### src/rtl/rdld_pkg.sv
`default_nettype none
// ----------------------------------------------------------------------------
// Row dictionary line decoder package
// Shared constants, phase codes and the controller/datapath command types.
// ----------------------------------------------------------------------------
package rdld_pkg;

   localparam int LineBytesDef  = 160;
   localparam int HorizBytesDef = 20;
   localparam int MaxVertDef    = 127;

   localparam logic [7:0] RawFlag  = 8'h80;
   localparam logic [7:0] VertMask = 8'h7f;

   localparam logic [0:0] CsrPages = 1'b0;
   localparam logic [0:0] CsrRows  = 1'b1;

   typedef enum logic [7:0] {
      PH_COUNT   = 8'b0000_0001,
      PH_CONTROL = 8'b0000_0010,
      PH_RAW     = 8'b0000_0100,
      PH_HORIZ   = 8'b0000_1000,
      PH_VERT    = 8'b0001_0000,
      PH_LITERAL = 8'b0010_0000,
      PH_HALT    = 8'b0100_0000,
      PH_DONE    = 8'b1000_0000
   } phase_type;

   // Controller state for the sequencer.
   typedef enum logic [4:0] {
      ST_IDLE  = 5'b00001,
      ST_BYTE  = 5'b00010,
      ST_WALK  = 5'b00100,
      ST_EMIT  = 5'b01000,
      ST_CLEAR = 5'b10000
   } ctrl_state_type;

   typedef struct packed {
      logic load_byte;   // process the held input byte in the current phase
      logic walk_step;   // decide one line byte from the bitmaps
      logic clear_step;  // clear one line store entry
      logic emit;        // push the assembled group to the output register
   } cmd_type;

   typedef struct packed {
      logic walking;     // phase is the bitmap walk and no literal is awaited
      logic clearing;    // line store clear sweep in progress
      logic group_ready; // a group waits to be emitted
   } stat_type;

endpackage
`default_nettype wire

### src/rtl/rdld_ctrl.sv
`default_nettype none
// ----------------------------------------------------------------------------
// Row dictionary line decoder controller
// Sequences input words, walk steps, clear sweeps and group emission.
// ----------------------------------------------------------------------------
module rdld_ctrl
   import rdld_pkg::*;
(
   input  wire logic     clock,
   input  wire logic     reset,
   input  wire logic     in_valid,
   output logic          in_ready,
   input  wire logic     out_free,
   input  wire stat_type stat,
   output cmd_type       cmd
);

   ctrl_state_type state_ff, state_in;

   always_ff @(posedge clock) begin
      if (reset) state_ff <= ST_IDLE;
      else       state_ff <= state_in;
   end

   always_comb begin
      state_in = state_ff;
      cmd      = '0;
      in_ready = 1'b0;
      unique case (state_ff)
         ST_IDLE: begin
            // A new word enters only when nothing is left to do or deliver.
            if (stat.group_ready) begin
               if (out_free) begin
                  cmd.emit = 1'b1;
               end
            end else if (stat.clearing) begin
               cmd.clear_step = 1'b1;
            end else if (stat.walking) begin
               // The line store and vertical bitmap reads settle in this cycle.
               state_in = ST_WALK;
            end else begin
               in_ready = 1'b1;
               if (in_valid) cmd.load_byte = 1'b1;
            end
         end
         ST_WALK: begin
            cmd.walk_step = 1'b1;
            state_in      = ST_IDLE;
         end
         default: state_in = ST_IDLE;
      endcase
   end

endmodule
`default_nettype wire

### src/rtl/rdld_dp.sv
`default_nettype none
// ----------------------------------------------------------------------------
// Row dictionary line decoder datapath
// Line store, bitmaps, counters and the result register.
// ----------------------------------------------------------------------------
module rdld_dp
   import rdld_pkg::*;
#(
   parameter int LINE_BYTES         = LineBytesDef,
   parameter int HORIZONTAL_BYTES   = HorizBytesDef,
   parameter int MAX_VERTICAL_BYTES = MaxVertDef
) (
   input  wire logic       clock,
   input  wire logic       reset,
   input  wire cmd_type    cmd,
   output stat_type        stat,
   input  wire logic [7:0] in_byte,
   input  wire logic       in_restart,
   input  wire logic [1:0] pages_cfg,
   input  wire logic [7:0] rows_cfg,
   output logic            out_valid,
   input  wire logic       out_ready,
   output logic            out_free,
   output logic [31:0]     out_word,
   output logic [5:0]      out_index,
   output logic [7:0]      out_row,
   output logic            out_page,
   output logic            out_lrow,
   output logic            out_limg,
   output logic            out_bad
);

   localparam int LW = $clog2(LINE_BYTES);
   localparam int HW = (HORIZONTAL_BYTES > 1) ? $clog2(HORIZONTAL_BYTES) : 1;
   localparam int VW = (MAX_VERTICAL_BYTES > 1) ? $clog2(MAX_VERTICAL_BYTES) : 1;
   localparam int PW = LW + 1;

   phase_type        phase_ff, phase_in;
   logic [7:0]       lstore [LINE_BYTES];
   logic [7:0]       hbits [HORIZONTAL_BYTES];
   logic [7:0]       vbits [MAX_VERTICAL_BYTES];
   logic [6:0]       vlen_ff, vlen_in;
   logic [7:0]       fill_ff, fill_in;
   logic [PW-1:0]    pos_ff, pos_in;
   logic [9:0]       vptr_ff, vptr_in;
   logic [7:0]       prev_ff, prev_in;
   logic [7:0]       row_ff, row_in;
   logic             page_ff, page_in;
   logic             clr_ff, clr_in;
   logic [PW-1:0]    clr_cnt_ff, clr_cnt_in;
   logic [7:0]       grp_ff [4];
   logic             gready_ff, gready_in;
   logic             glrow_ff, glimg_ff, glrow_in, glimg_in;
   logic [5:0]       gidx_ff, gidx_in;
   logic [7:0]       growr_ff, growr_in;
   logic             gpage_ff, gpage_in;
   logic             gbad_ff, gbad_in;
   logic [7:0]       above_ff;
   logic [7:0]       vb_byte_ff;

   logic             wr_en;
   logic [LW-1:0]    wr_addr;
   logic [7:0]       wr_data;
   logic             two_pages;
   logic             hbit, vbit;
   logic [LW-1:0]    pos_ix;
   logic [7:0]       hb_byte;
   logic             fin;
   logic [7:0]       fin_byte;
   phase_type        ph_eff;

   assign two_pages = pages_cfg[1];
   assign pos_ix    = pos_ff[LW-1:0];
   assign hb_byte   = (32'(pos_ff >> 3) < HORIZONTAL_BYTES) ? hbits[HW'(pos_ff >> 3)] : 8'd0;
   assign hbit      = (32'(pos_ff >> 3) < HORIZONTAL_BYTES) ? hb_byte[3'd7 - pos_ff[2:0]]
                                                              : 1'b0;
   assign vbit      = ({vptr_ff} < {vlen_ff, 3'b000}) ? vb_byte_ff[3'd7 - vptr_ff[2:0]]
                                                      : 1'b0;
   assign ph_eff    = in_restart ? PH_COUNT : phase_ff;

   assign stat.walking     = (phase_ff == PH_LITERAL) && (fill_ff == 8'd1);
   assign stat.clearing    = clr_ff;
   assign stat.group_ready = gready_ff;

   // Line store is written through one port; the byte above the walk
   // position is read into a register in the cycle before the walk step.
   always_ff @(posedge clock) begin
      if (wr_en) lstore[wr_addr] <= wr_data;
      above_ff <= lstore[pos_ix];
   end

   always_ff @(posedge clock) begin
      if (cmd.load_byte && ph_eff == PH_HORIZ)
         hbits[HW'(fill_ff)] <= in_byte;
      if (cmd.load_byte && ph_eff == PH_VERT && 32'(fill_ff) < MAX_VERTICAL_BYTES)
         vbits[VW'(fill_ff)] <= in_byte;
      vb_byte_ff <= (32'(vptr_ff >> 3) < MAX_VERTICAL_BYTES) ? vbits[VW'(vptr_ff >> 3)]
                                                             : 8'd0;
   end

   always_comb begin
      phase_in   = phase_ff;
      vlen_in    = vlen_ff;
      fill_in    = fill_ff;
      pos_in     = pos_ff;
      vptr_in    = vptr_ff;
      prev_in    = prev_ff;
      row_in     = row_ff;
      page_in    = page_ff;
      clr_in     = clr_ff;
      clr_cnt_in = clr_cnt_ff;
      gready_in  = gready_ff;
      glrow_in   = glrow_ff;
      glimg_in   = glimg_ff;
      gidx_in    = gidx_ff;
      growr_in   = growr_ff;
      gpage_in   = gpage_ff;
      gbad_in    = gbad_ff;
      wr_en      = 1'b0;
      wr_addr    = pos_ix;
      wr_data    = 8'd0;
      fin        = 1'b0;
      fin_byte   = 8'd0;

      if (cmd.emit) gready_in = 1'b0;

      if (cmd.clear_step) begin
         wr_en      = 1'b1;
         wr_addr    = clr_cnt_ff[LW-1:0];
         clr_cnt_in = clr_cnt_ff + 1'b1;
         if (32'(clr_cnt_ff) == LINE_BYTES - 1) clr_in = 1'b0;
      end

      if (cmd.load_byte) begin
         if (in_restart) begin
            vlen_in = '0; fill_in = '0; pos_in = '0; vptr_in = '0;
            prev_in = '0; row_in = '0; page_in = 1'b0; phase_in = PH_COUNT;
         end
         unique case (ph_eff)
            PH_COUNT: begin
               if (in_byte != rows_cfg) begin
                  gready_in = 1'b1; gbad_in = 1'b1; gidx_in = '0; growr_in = '0;
                  gpage_in = in_restart ? 1'b0 : page_ff;
                  glrow_in = 1'b0; glimg_in = 1'b0;
                  row_in = '0; phase_in = PH_HALT;
               end else begin
                  clr_in = 1'b1; clr_cnt_in = '0;
                  prev_in = '0; row_in = '0; pos_in = '0;
                  if (rows_cfg == 8'd0) begin
                     if ((in_restart ? 1'b0 : page_ff) || !two_pages) phase_in = PH_DONE;
                     else begin page_in = 1'b1; phase_in = PH_COUNT; end
                  end else phase_in = PH_CONTROL;
               end
            end
            PH_CONTROL: begin
               pos_in = '0; fill_in = '0;
               if ((in_byte & RawFlag) != 8'd0) phase_in = PH_RAW;
               else begin vlen_in = 7'(in_byte & VertMask); phase_in = PH_HORIZ; end
            end
            PH_RAW: begin
               fin = 1'b1; fin_byte = in_byte;
            end
            PH_HORIZ: begin
               fill_in = fill_ff + 1'b1;
               if (32'(fill_in) >= HORIZONTAL_BYTES) begin
                  vptr_in = '0;
                  if (vlen_ff == 7'd0) begin phase_in = PH_LITERAL; fill_in = 8'd1; end
                  else begin phase_in = PH_VERT; fill_in = '0; end
               end
            end
            PH_VERT: begin
               fill_in = fill_ff + 1'b1;
               if (fill_in >= {1'b0, vlen_ff}) begin
                  phase_in = PH_LITERAL; fill_in = 8'd1;
               end
            end
            PH_LITERAL: begin
               // fill of zero marks a pending literal
               fin = 1'b1; fin_byte = in_byte; fill_in = 8'd1;
            end
            default: ;
         endcase
      end

      if (cmd.walk_step) begin
         if (!hbit) begin
            fin = 1'b1; fin_byte = prev_ff;
         end else begin
            vptr_in = vptr_ff + 1'b1;
            if (vbit) fill_in = 8'd0;
            else begin fin = 1'b1; fin_byte = above_ff; end
         end
      end

      if (fin) begin
         wr_en = 1'b1; wr_addr = pos_ix; wr_data = fin_byte; prev_in = fin_byte;
         if (pos_ff[1:0] == 2'd3 || 32'(pos_ff) == LINE_BYTES - 1) begin
            gready_in = 1'b1; gbad_in = 1'b0;
            gidx_in   = 6'(pos_ff >> 2);
            growr_in  = row_ff; gpage_in = page_ff;
            glrow_in  = (32'(pos_ff) == LINE_BYTES - 1);
            glimg_in  = glrow_in && (row_ff + 8'd1 == rows_cfg) && (page_ff || !two_pages);
         end
         pos_in = pos_ff + 1'b1;
         if (32'(pos_in) >= LINE_BYTES) begin
            pos_in = '0;
            row_in = row_ff + 8'd1;
            if (row_in == rows_cfg) begin
               if (page_ff || !two_pages) phase_in = PH_DONE;
               else begin page_in = 1'b1; row_in = '0; phase_in = PH_COUNT; end
            end else phase_in = PH_CONTROL;
         end
      end
   end

   // Group bytes gathered as they are decided, from the write port.
   always_ff @(posedge clock) begin
      if (fin) grp_ff[pos_ff[1:0]] <= fin_byte;
      if (fin && 32'(pos_ff) == LINE_BYTES - 1) begin
         for (int k = 0; k < 4; k++)
            if (k > int'(pos_ff[1:0])) grp_ff[k] <= 8'd0;
      end
   end

   always_ff @(posedge clock) begin
      if (reset) begin
         phase_ff <= PH_COUNT; vlen_ff <= '0; fill_ff <= '0; pos_ff <= '0;
         vptr_ff <= '0; prev_ff <= '0; row_ff <= '0; page_ff <= 1'b0;
         clr_ff <= 1'b1; clr_cnt_ff <= '0; gready_ff <= 1'b0; out_valid <= 1'b0;
      end else begin
         phase_ff <= phase_in; vlen_ff <= vlen_in; fill_ff <= fill_in; pos_ff <= pos_in;
         vptr_ff <= vptr_in; prev_ff <= prev_in; row_ff <= row_in; page_ff <= page_in;
         clr_ff <= clr_in; clr_cnt_ff <= clr_cnt_in; gready_ff <= gready_in;
         if (cmd.emit) out_valid <= 1'b1;
         else if (out_ready) out_valid <= 1'b0;
      end
   end

   always_ff @(posedge clock) begin
      glrow_ff <= glrow_in; glimg_ff <= glimg_in; gidx_ff <= gidx_in;
      growr_ff <= growr_in; gpage_ff <= gpage_in; gbad_ff <= gbad_in;
      if (cmd.emit) begin
         out_word  <= gbad_ff ? 32'd0 : {grp_ff[3], grp_ff[2], grp_ff[1], grp_ff[0]};
         out_index <= gidx_ff; out_row <= growr_ff; out_page <= gpage_ff;
         out_lrow  <= glrow_ff; out_limg <= glimg_ff; out_bad <= gbad_ff;
      end
   end

   assign out_free = !out_valid || out_ready;

endmodule
`default_nettype wire

### src/rtl/row_dictionary_line_decoder_unit.sv
`default_nettype none
// ----------------------------------------------------------------------------
// Row dictionary line decoder
// Decodes row-dictionary compressed pixel bytes into four-byte line groups.
// ----------------------------------------------------------------------------
// One stream word is taken per free cycle. Count, control, raw, bitmap and
// literal words are each processed as they are taken, and an emit follows
// when the word closes a group and the result register is free. After the
// bitmaps the walk decides each line byte with a registered line store and
// vertical bitmap read followed by a step that decides and writes the byte,
// so a word that starts a walk keeps the input stalled until the walk stops,
// and longer while the receiver stalls.
// After reset and after each row-count word that matches the row setting the
// line store is cleared, one entry per cycle, and no word is accepted during
// the sweep.
module row_dictionary_line_decoder_unit
   import rdld_pkg::*;
#(
   parameter int LINE_BYTES         = LineBytesDef,
   parameter int HORIZONTAL_BYTES   = HorizBytesDef,
   parameter int MAX_VERTICAL_BYTES = MaxVertDef
) (
   input  wire logic        clock,
   input  wire logic        reset,
   input  wire logic        req_tvalid,
   output logic             req_tready,
   input  wire logic [7:0]  req_tdata,   // stream_byte
   input  wire logic        req_tuser,   // restart
   output logic             rsp_tvalid,
   input  wire logic        rsp_tready,
   output logic [47:0]      rsp_tdata,   // line_word, word_index, row_number, page_number
   output logic             rsp_tlast,   // last_of_row
   output logic [1:0]       rsp_tuser,   // last_of_image, bad_row_count
   input  wire logic        csr_valid,
   output logic             csr_ready,
   input  wire logic        csr_index,
   input  wire logic [7:0]  csr_data
);

   cmd_type     cmd;
   stat_type    stat;
   logic        out_free;
   logic [1:0]  pages_ff;
   logic [7:0]  rows_ff;
   logic [31:0] w;
   logic [5:0]  ix;
   logic [7:0]  rw;
   logic        pg, lr, li, bd;

   assign csr_ready = 1'b1;

   always_ff @(posedge clock) begin
      if (reset) begin
         pages_ff <= 2'd1; rows_ff <= 8'd192;
      end else if (csr_valid) begin
         unique case (csr_index)
            CsrPages: pages_ff <= csr_data[1:0];
            CsrRows:  rows_ff  <= csr_data;
            default: ;
         endcase
      end
   end

   rdld_ctrl u_ctrl (
      .clock, .reset, .in_valid(req_tvalid), .in_ready(req_tready),
      .out_free, .stat, .cmd
   );

   rdld_dp #(
      .LINE_BYTES(LINE_BYTES), .HORIZONTAL_BYTES(HORIZONTAL_BYTES),
      .MAX_VERTICAL_BYTES(MAX_VERTICAL_BYTES)
   ) u_dp (
      .clock, .reset, .cmd, .stat, .in_byte(req_tdata), .in_restart(req_tuser),
      .pages_cfg(pages_ff), .rows_cfg(rows_ff), .out_valid(rsp_tvalid),
      .out_ready(rsp_tready), .out_free, .out_word(w), .out_index(ix),
      .out_row(rw), .out_page(pg), .out_lrow(lr), .out_limg(li), .out_bad(bd)
   );

   assign rsp_tdata = {1'b0, pg, rw, ix, w};
   assign rsp_tlast = lr;
   assign rsp_tuser = {bd, li};

   a_one_cmd: assert property (@(posedge clock) disable iff (reset)
      $onehot0({cmd.load_byte, cmd.walk_step, cmd.clear_step, cmd.emit}))
      else $error("more than one command issued");
   a_no_take_clear: assert property (@(posedge clock) disable iff (reset)
      stat.clearing |-> !req_tready)
      else $error("word accepted during clear sweep");
   a_emit_free: assert property (@(posedge clock) disable iff (reset)
      cmd.emit |=> rsp_tvalid)
      else $error("emitted group lost");

endmodule
`default_nettype wire

### config.mk
export PLATFORM = sky130hd
export DESIGN_NAME = row_dictionary_line_decoder_unit
export DESIGN_NICKNAME = d
export VERILOG_FILES = /design/src/rtl/rdld_pkg.sv /design/src/rtl/rdld_ctrl.sv /design/src/rtl/rdld_dp.sv /design/src/rtl/row_dictionary_line_decoder_unit.sv
export SDC_FILE = /design/constraint.sdc
export NUM_CORES = 2
export LEC_CHECK = 0
export ABC_AREA = 1
export BUFFER_PORTS_ARGS = -buffer_cell sky130_fd_sc_hd__buf_2
export CAP_MARGIN = 5
export CORE_UTILIZATION = 45
export DETAILED_ROUTE_END_ITERATION = 6
export PLACE_DENSITY = 0.71
export SETUP_SLACK_MARGIN = 0.05
export SLEW_MARGIN = 30
export SYNTH_ARGS = -nofsm -noshare
export SYNTH_HDL_FRONTEND = slang
export SYNTH_HIERARCHICAL = 1
export SYNTH_SLANG_ARGS = --single-unit
### constraint.sdc
create_clock -name clock -period 9.75 [get_ports clock]
set_clock_uncertainty 0.15 [all_clocks]
set_input_delay 2.925 -clock clock [delete_from_list [all_inputs] [get_ports clock]]
set_output_delay 2.925 -clock clock [all_outputs]
set_load 0.02 [all_outputs]
==> metrics <==
endpoints failing setup 0; die width between 400 and 500 um; total grt overflow 0; DR WL/cell ~26 um; Gate Count Post-Synth just over 8000; max cap viols 0; Worst-Margin Slew 1.15 ns; GP Congestion 0.931; slowest library cell on the worst path nor2_1; # rows 177; CTS HTree Levels 5; Post-Syn Nets between 8000 and 9000; largest net degree at the start of global routing 217; nets 8204; Yosys warning count 6; root buffer cell clkbuf_16; CP Data Required Time around 6.7 ns; CP most frequent cell inv_1; first-pass GRT wire length 431000 um; leakage around 0.038 uW; Crit Path Max Fanout 9; # DRC 0; gr usage total 24.2%; # hold bufs at CTS 0; Worst path max stage delay 0.65 ns; via count of the first global-routing pass 67400; synthesized area about 0.11 mm2; post-route setup slack 3.07 ns; DR vias/cell about 6; clock insertion delay at the later pin of the skew report 0.93 ns; DR vias 70200; status finished clean; slew margin rel. 23.5%; max-slew violation count 0; pwr dens 193 mW/mm2; average cell area after synthesis 12.8 um2; Core ar. 0.233 mm2; DRT Pass-1 Iters 6; Post-CTS Setup Inserts 0; port buffer count between 70 and 80; worst path cell trace nor2_1 -> nand2_1 -> nor3_1 -> inv_1 -> nand3_1 -> inv_1 -> buf_2; TritonCTS clock tree built; peak supply drop 0.176 mV; Num CTS Buffers 274; CTS sink count approximately 2700; f_max 0.150 GHz; area grow syn2layout 10.9%; Post-DP HPWL 171000 um; layout cells sized above 1 7.86%; fillers 19400; post_cts resized 0; RSZ-0062 raised after global routing no; critical path class register to output port; Post-Place Worst Slack 2.63 ns; antenna-violating nets left 0; Clock transition at path regs 0.06 ns; endpoint class of the critical path output port; Worst EP arrival 3.60 ns; initial DRC count 9849; Initial Utilization 45.4%; Die H 487 um; final setup TNS 0 ns; antenna violations before repair 5; CP Launch Type register; Bufs and invs on worst path 3; crit share post-route 68.5%; num ports 77; full die area 0.237 mm2; final WL ~290000 um; HP Class register to register; Crit path max-delay family simple AND/OR/NAND/NOR gates; Final Hold Vio Count 0; clk buf depth 4; Final min period 6.68 ns
worst register-to-register path, delay by kind of cell, from the launching register on:
family                 cells  cell delay, ns
and+or+nand+nor           12            4.97
buffers and inverters      2            0.31
DFF                        1            0.33
metrics by stage:
stage	util [%]	hold slack, ns	power, uW	std cells	instance area [um2]
after global placement	46.7	0.264	12900	11000	109000
after floorplan	-	0.253	12700	8230	106000
final	50.3	0.275	22600	11500	117000
after CTS	50.3	0.276	22700	11500	117000
after global routing	50.3	0.292	23100	11500	117000
after detailed placement	46.7	0.267	12900	11000	109000
path summary, 6_finish.rpt:
path	cells past startpoint	slack (ns)	to	start
min reg2reg	0	0.28	u_dp/out_index[3]	u_dp/gidx_ff[3]
max reg2reg	14	3.62	u_dp/lstore[64][2]	u_dp/fill_ff[4]
min	0	0.28	u_dp/out_index[3]	u_dp/gidx_ff[3]
max	7	3.07	req_tready	u_dp/fill_ff[4]
report_power, final:
| group | switching (uW) | internal, uW |
|---|---|---|
| logic | 208 | 35.7 |
| clock network | 4190 | 5760 |
| registers | 14.1 | 12400 |
| total | 4410 | 18200 |
layer usage:
metal  GRT usage (%)  wire length, um  share of wire (%)  vias to the layer above
li1                -                -                  -                    30400
met1            32.3           111000                 38                    34300
met2            37.9           135000                 46                     4827
met3            5.76            34800                 12                      748
met4            10.6            13400                4.6                        0
met5               0                0                  0                        -
cell type report:
type | instances | area, um2 | share of cell area (%)
Tap cell | 3132 | 3920 | 3.34
Antenna cell | 3 | 7.51 | 0.00640
Multi-Input combinational cell | 4787 | 24200 | 20.6
Inverter | 254 | 1040 | 0.885
Clock buffer | 343 | 7410 | 6.32
Timing Repair Buffer | 181 | 1300 | 1.11
Sequential cell | 2659 | 78400 | 66.9
Clock inverter | 121 | 972 | 0.829
placed cells by master, fill, tap and decap left out, types with 15 or more instances in the layout:
cell and n:
ha_1 24, nand3_4 17, inv_1 224, a22oi_1 128, nor4_1 17, o211ai_1 63, clkbuf_1 51, bufinv_16 15
a21oi_1 131, xor2_1 24, nand3_1 363, buf_2 66, nand4_1 51, o21ai_0 1109, a31oi_1 30, nand2_1 821
edfxtp_1 2514, dfxtp_1 135, nand2_2 24, buf_4 106, nor3_1 45, a221oi_1 126, clkbuf_16 284, clkinv_2 43
clkinv_1 56, nor2_1 1359, o2111ai_1 79, o22ai_1 143, o221ai_1 108
flip-flops by register name (all words and copies together), names as in the netlist, 9 cells and up, named ones only:
signal and flops:
u_dp/lstore 1280, u_dp/vbits 1016, u_dp/hbits 160, u_dp/grp_ff 32
u_dp/out_word 32, u_dp/vptr_ff 10, u_dp/clr_cnt_ff 9, u_dp/pos_ff 9
Note: power is estimated with default switching activity, not from simulation.
